## src/hw/rtl/sam_pkg.sv

```systemverilog
// shared operation codes and status struct for the suffix automaton matcher
// no dependencies
`default_nettype none

package sam_pkg;

   localparam int OUT_W = 12;
   localparam logic [OUT_W-1:0] OUT_MAX = 12'hFFF;

   typedef enum logic [2:0] {
      OP_CLEAR   = 3'd0,
      OP_APPEND  = 3'd1,
      OP_END     = 3'd2,
      OP_RESTART = 3'd3,
      OP_MATCH   = 3'd4
   } op_type;

   typedef struct packed {
      logic [OUT_W-1:0] match_length;
      logic             whole_prefix_matched;
      logic [OUT_W-1:0] states_used;
      logic             overflow;
   } status_type;

endpackage

`default_nettype wire

```

## src/hw/rtl/sam_rsp_reg.sv

```systemverilog
// output register of the result channel, holds a transaction while stalled
// depends on sam_pkg for status_type
`default_nettype none

module sam_rsp_reg
   import sam_pkg::*;
(
   input  wire logic             clock,
   input  wire logic             reset,
   input  wire logic             load,
   input  wire status_type       status,
   output logic                  busy,
   output logic                  rsp_valid,
   input  wire logic             rsp_stall,
   output logic [OUT_W-1:0]      rsp_match_length,
   output logic                  rsp_whole_prefix_matched,
   output logic [OUT_W-1:0]      rsp_states_used,
   output logic                  rsp_overflow
);

   logic       valid_ff, valid_in;
   status_type data_ff;

   assign busy = valid_ff && rsp_stall;

   always_comb begin
      valid_in = valid_ff;
      if (load) begin
         valid_in = 1'b1;
      end else if (!rsp_stall) begin
         valid_in = 1'b0;
      end
   end

   always_ff @(posedge clock) begin
      if (reset) begin
         valid_ff <= 1'b0;
      end else begin
         valid_ff <= valid_in;
      end
   end

   always_ff @(posedge clock) begin
      if (load) begin
         data_ff <= status;
      end
   end

   assign rsp_valid                = valid_ff;
   assign rsp_match_length         = data_ff.match_length;
   assign rsp_whole_prefix_matched = data_ff.whole_prefix_matched;
   assign rsp_states_used          = data_ff.states_used;
   assign rsp_overflow             = data_ff.overflow;

endmodule

`default_nettype wire

```

## config.mk

```make
export PLATFORM = sky130hd
export DESIGN_NAME = sam_rsp_reg
export DESIGN_NICKNAME = d
export VERILOG_FILES = /design/src/hw/rtl/sam_pkg.sv /design/src/hw/rtl/sam_rsp_reg.sv
export SDC_FILE = /design/constraint.sdc
export NUM_CORES = 1
export LEC_CHECK = 0
export BUFFER_PORTS_ARGS = -buffer_cell sky130_fd_sc_hd__buf_2
export CAP_MARGIN = 40
export CORE_MARGIN = 3
export CORE_UTILIZATION = 38
export DETAILED_ROUTE_END_ITERATION = 16
export PLACE_DENSITY = 0.75
export SETUP_SLACK_MARGIN = 0.15
export SKIP_CTS_REPAIR_TIMING = 1
export SLEW_MARGIN = 5
export SYNTH_ARGS = -nofsm -noshare
export SYNTH_HDL_FRONTEND = slang
export SYNTH_SLANG_ARGS = --single-unit
```

## constraint.sdc

```tcl
create_clock -name clock -period 0.8 [get_ports clock]
set_input_delay 0.24 -clock clock [delete_from_list [all_inputs] [get_ports clock]]
set_output_delay 0.24 -clock clock [all_outputs]
set_load 0.05 [all_outputs]
```

==> impl_metrics.tcl, run 1 <==
set metrics [dict create \
    row_count 16 \
    status "complete, but fails checks" \
    synth_cell_types 5 \
    io_buffers 57 \
    drtAntennaViolNets 0 \
    crit_chain "and2_4 > buf_8" \
    cpMaxStageDelayCell "dfxtp_4" \
    cts_max_path_buffers 2 \
    tightest_slew_ns 0.248 \
    dr.first_iter.drc_count 4 \
    ys_ff_latch 27 \
    yosys_warnings 0 \
    drv_slew 0 \
    synthesis.area_um2 817 \
    dpl.cell_count 116 \
    via_per_inst 4.33 \
    die_h_um 52.4 \
    skew_ns 0 \
    grt_pass1_vias 527 \
    initial_core_util_pct 40.8 \
    drt_wl_total_mm 1.79 \
    fillCellCount 136 \
    relSlewSlack_pct 83.6 \
    hp-class "input port to register" \
    powerDensity_nw_per_um2 2180 \
    antenna_found_initial 0 \
    drive_above_1_share_pct 70.2 \
    end_kind "output pin" \
    clock_sinks 27 \
    numCtsBuffers 3 \
    coreArea_um2 2000 \
    critPathLaunchType "register" \
    crit_start "rsp_valid" \
    via_count 524 \
    hold_start "reset" \
    placed_area_um2 1180 \
    clock_latency_ns 0.30 \
    synth_top_cell_by_area "edfxtp_1" \
    cts.reportedPaths.clkPinSlew_ns 0.13 \
    tritoncts "yes" \
    diodes 0 \
    grt_first_pass_wirelength_mm 2.50 \
    r2r_start "rsp_valid" \
    worst_slack_ns -0.390 \
    required_ns 0.56 \
    regArea_um2 805 \
    nets 125 \
    crit_type "register to output pin" \
    syn-num-nets 60 \
    max_stage_delay_ns 0.37 \
    critPathArrivalTime_ns 0.95 \
    critPathMaxFanout 3 \
    synthTopCellsByArea "edfxtp_1 96%, dfxtp_1 2.5%, and2_2 0.92%, a21oi_1 0.61%, nor2_1 0.46%" \
    rsz0062_at_grt "true" \
    multiInputGateArea_um2 21.3 \
    netlist.area_leader.share_pct 95.6 \
    cts-root-buf "clkbuf_4" \
    netlist_instances 30 \
    route.detailed.drc 0 \
    fin_crit_ns 1.19 \
    die-width_um 52.4 \
    synth.yosys.seq_area_share_pct 98.0 \
    grt_usage_pct 13.2 \
    vdd_ir_drop_max_v 0.00133 \
    grt-ovfl-total 0 \
    final_cells 121 \
    setup_viol 28 \
    htree_levels 1 \
    p_leak_uw 0.000594 \
    io_pins 58 \
    grt_max_degree 15 \
    fin_crit_sh_pct 149 \
    fmax_mhz 840 \
    violations "setup timing" \
    wl_per_cell_um 14.8 \
    drv_cap 0 \
    first_pass_iters 2 \
    die-area_um2 2740 \
    hold_viol 0 \
    areaGrowthSynthToFinish_pct 70.3 \
    synth_area_per_cell_um2 27.2 \
    finalInstanceArea_um2 1390 \
    gp_congestion 0.724 \
]
## worst max-delay path, delay by kind of cell (launching register included)
kind          cells  cell delay (ns)
simple gates      1             0.14
buf+inv           1             0.14
flops             1             0.37
## layer usage
metal	routed length [um]	vias to the layer above	global-route usage [%]
li1	-	246	-
met1	634	266	16.1
met2	1090	12	22.1
met3	65	0	3.42
met4	0	0	5.11
met5	0	-	0
## cells in the final DEF, fill, tap and decap left out
| cell | instances |
|---|---|
| and2_4 | 1 |
| nor2_1 | 1 |
| clkbuf_1 | 1 |
| buf_2 | 30 |
| dfxtp_4 | 1 |
| edfxtp_1 | 26 |
| buf_12 | 2 |
| a21oi_2 | 1 |
| buf_8 | 1 |
| clkbuf_4 | 3 |
| buf_4 | 1 |
| buf_6 | 26 |
## flip-flops by register name, summed over array words and instances, names as in the netlist
name,flops
rsp_valid,1
rsp_match_length,12
rsp_whole_prefix_matched,1
rsp_overflow,1
rsp_states_used,12
## cell type report
cell class | count | share of cell area (%)
clock buffers | 4 | 1.89
repair buffers | 60 | 36.3
well taps | 27 | 2.43
flip-flops and latches | 27 | 57.8
multi-input cells | 3 | 1.53
## path summary, 6_finish.rpt
path / end / slack [ns] / cells past startpoint
worst min-delay path: rsp_valid / 0.07 / 2
worst min register to register: rsp_valid / 0.61 / 3
worst max register to register: rsp_valid / 0.08 / 3
worst max-delay path: busy / -0.39 / 2
## synth_stat cells
master	n
a21oi_1	1
nor2_1	1
edfxtp_1	26
and2_2	1
dfxtp_1	1
## power breakdown
group | total (uW) | internal (uW) | switching (uW)
clock | 552 | 194 | 357
sequential | 1720 | 1670 | 50.7
combinational | 764 | 277 | 487
total | 3040 | 2140 | 895
## metrics by stage
step	utilization [%]	hold WS, ns	TNS [ns]	total power, uW	setup WS, ns
2_1_floorplan	-	0.303	-1.18	2140	-0.120
3_3_place_gp	59.0	0.388	-0.776	2340	-0.133
3_5_place_dp	59.0	0.398	-1.01	2360	-0.135
4_1_cts	60.3	0.0522	-10.35	2900	-0.502
5_1_grt	69.5	0.0508	-10.54	3160	-0.450
6_report	69.5	0.0686	-9.10	3040	-0.390
## cells by family after synthesis
kind of cell	after synthesis	share of synthesized area, %
flops	27	98.0
simple gates	2	1.38
compound gates	1	0.612
Note: power is estimated with default switching activity, not from simulation.
==> run 2, diff against run 1 <==
CORE_UTILIZATION = 35   (was 38)
PLACE_DENSITY = 0.7   (was 0.75)
SETUP_SLACK_MARGIN = 0.05   (was 0.15)
==> impl_metrics.tcl, run 2 (synthesis results as in run 1) <==
set metrics [dict create \
    diodes 0 \
    grt_max_degree 18 \
    placed_area_um2 1180 \
    seq_power_share_pct 57.1 \
    cts.reportedPaths.clkPinSlew_ns 0.13 \
    drive_above_1_share_pct 68.8 \
    critPathLaunchType "register" \
    hold_start "reset" \
    required_ns 0.56 \
    gp_congestion 0.644 \
    mostFrequentLayoutCells "30 x buf_2, 26 x buf_6, 26 x edfxtp_1" \
    cts_max_path_buffers 2 \
    coreArea_um2 2080 \
    relSlewSlack_pct 83.4 \
    crit_start "rsp_valid" \
    worst_slack_ns -0.390 \
    final_cells 120 \
    multiInputGateArea_um2 17.5 \
    hp-class "input port to register" \
    met1_length_um 470 \
    finalSetupTns_ns -8.92 \
    rsz0062_at_grt "true" \
    violations "setup timing" \
    met3_length_um 189 \
    max_stage_delay_ns 0.37 \
    wl_per_cell_um 12.7 \
    setup_viol 28 \
    cts-root-buf "clkbuf_4" \
    drt_wl_total_mm 1.53 \
    areaGrowthSynthToFinish_pct 68.9 \
    fmax_mhz 841 \
    wl_met2_um 853 \
    cpMaxStageDelayCell "dfxtp_4" \
    fillCellCount 161 \
    tritoncts "yes" \
    skew_ns 0 \
    dr.first_iter.drc_count 5 \
    crit_chain "and2_4 > buf_8" \
    regArea_um2 805 \
    p_sw_share_pct 29.0 \
    p_leak_uw 0.000589 \
    tightest_slew_ns 0.251 \
    powerDensity_nw_per_um2 2180 \
    fin_crit_ns 1.19 \
    io_pins 58 \
    drv_cap 0 \
    htree_levels 1 \
    critPathMaxFanout 3 \
    die-width_um 54.3 \
    grt-ovfl-total 0 \
    clock_latency_ns 0.30 \
    end_kind "output pin" \
    dpl.cell_count 116 \
    critPathArrivalTime_ns 0.95 \
    topRoutingLayerUsed "met4" \
    status "complete, but fails checks" \
    via_per_inst 4.28 \
    io_buffers 57 \
    drtAntennaViolNets 0 \
    route.detailed.drc 0 \
    r2r_start "rsp_valid" \
    comb_power_share_pct 24.9 \
    numCtsBuffers 3 \
    row_count 16 \
    clock_sinks 27 \
    grt_pass1_vias 496 \
    die-area_um2 2950 \
    initial_core_util_pct 39.2 \
    pre_cts_ws_ns -0.138 \
    p_int_uw 2140 \
    hold_ws_ns 0.0710 \
    grt_first_pass_wirelength_mm 2.02 \
    crit_type "register to output pin" \
    fin_crit_sh_pct 149 \
    first_pass_iters 4 \
    die_h_um 54.3 \
    clkPwrFrac_pct 18.0 \
    antenna_found_initial 0 \
    grt_usage_pct 10.1 \
    via_count 514 \
    finalInstanceArea_um2 1380 \
    vdd_ir_drop_max_v 0.00144 \
    drv_slew 0 \
    nets 124 \
    hold_viol 0 \
    p_switching_uw 872 \
    final_common_cell "buf_2" \
]
[run 2: changes by cell type in the layout (fill, tap and decap cells not counted), sizes merged]
cell	previous run	this run
buf	60	59
[run 2: layout make-up]
cell class                      instances  area share, %
Tap cell                               27           2.45
Multi-Input combinational cell          3           1.27
Timing Repair Buffer                   59           36.1
Clock buffer                            4           1.90
Sequential cell                        27           58.3
[run 2: metrics by stage]
step | power (uW) | utilization [%]
4_1_cts | 2880 | 58.0
3_5_place_dp | 2350 | 56.7
6_report | 3010 | 66.3
3_3_place_gp | 2340 | 56.7
5_1_grt | 3150 | 66.3
2_1_floorplan | 2140 | -
[run 2: metal layers]
metal,track usage [%],up-vias
li1,-,242
met1,9.32,235
met2,18.3,35
met3,4.63,2
met4,4.98,0
met5,0,-
[run 2: power groups by stage]
| stage | Combinational (uW) | Sequential, uW | Clock [uW] |
|---|---|---|---|
| 2_1_floorplan | 15.0 | 2120 | 0 |
| 3_3_place_gp | 621 | 1720 | 0 |
| 3_5_place_dp | 624 | 1720 | 0 |
| 4_1_cts | 624 | 1690 | 569 |
| 5_1_grt | 780 | 1730 | 636 |
| 6_report | 749 | 1720 | 541 |
[run 2: path summary, 6_finish.rpt]
| check | to | slack (ns) | cells past startpoint |
|---|---|---|---|
| max | busy | -0.39 | 2 |
| min reg2reg | rsp_valid | 0.55 | 2 |
| min | rsp_valid | 0.07 | 2 |
| max reg2reg | rsp_valid | 0.16 | 2 |
[run 2: worst max-delay path, delay by kind of cell, from the launching register on]
kind	cells	cell delay, ns
simple gates	1	0.14
flops	1	0.37
buf+inv	1	0.14
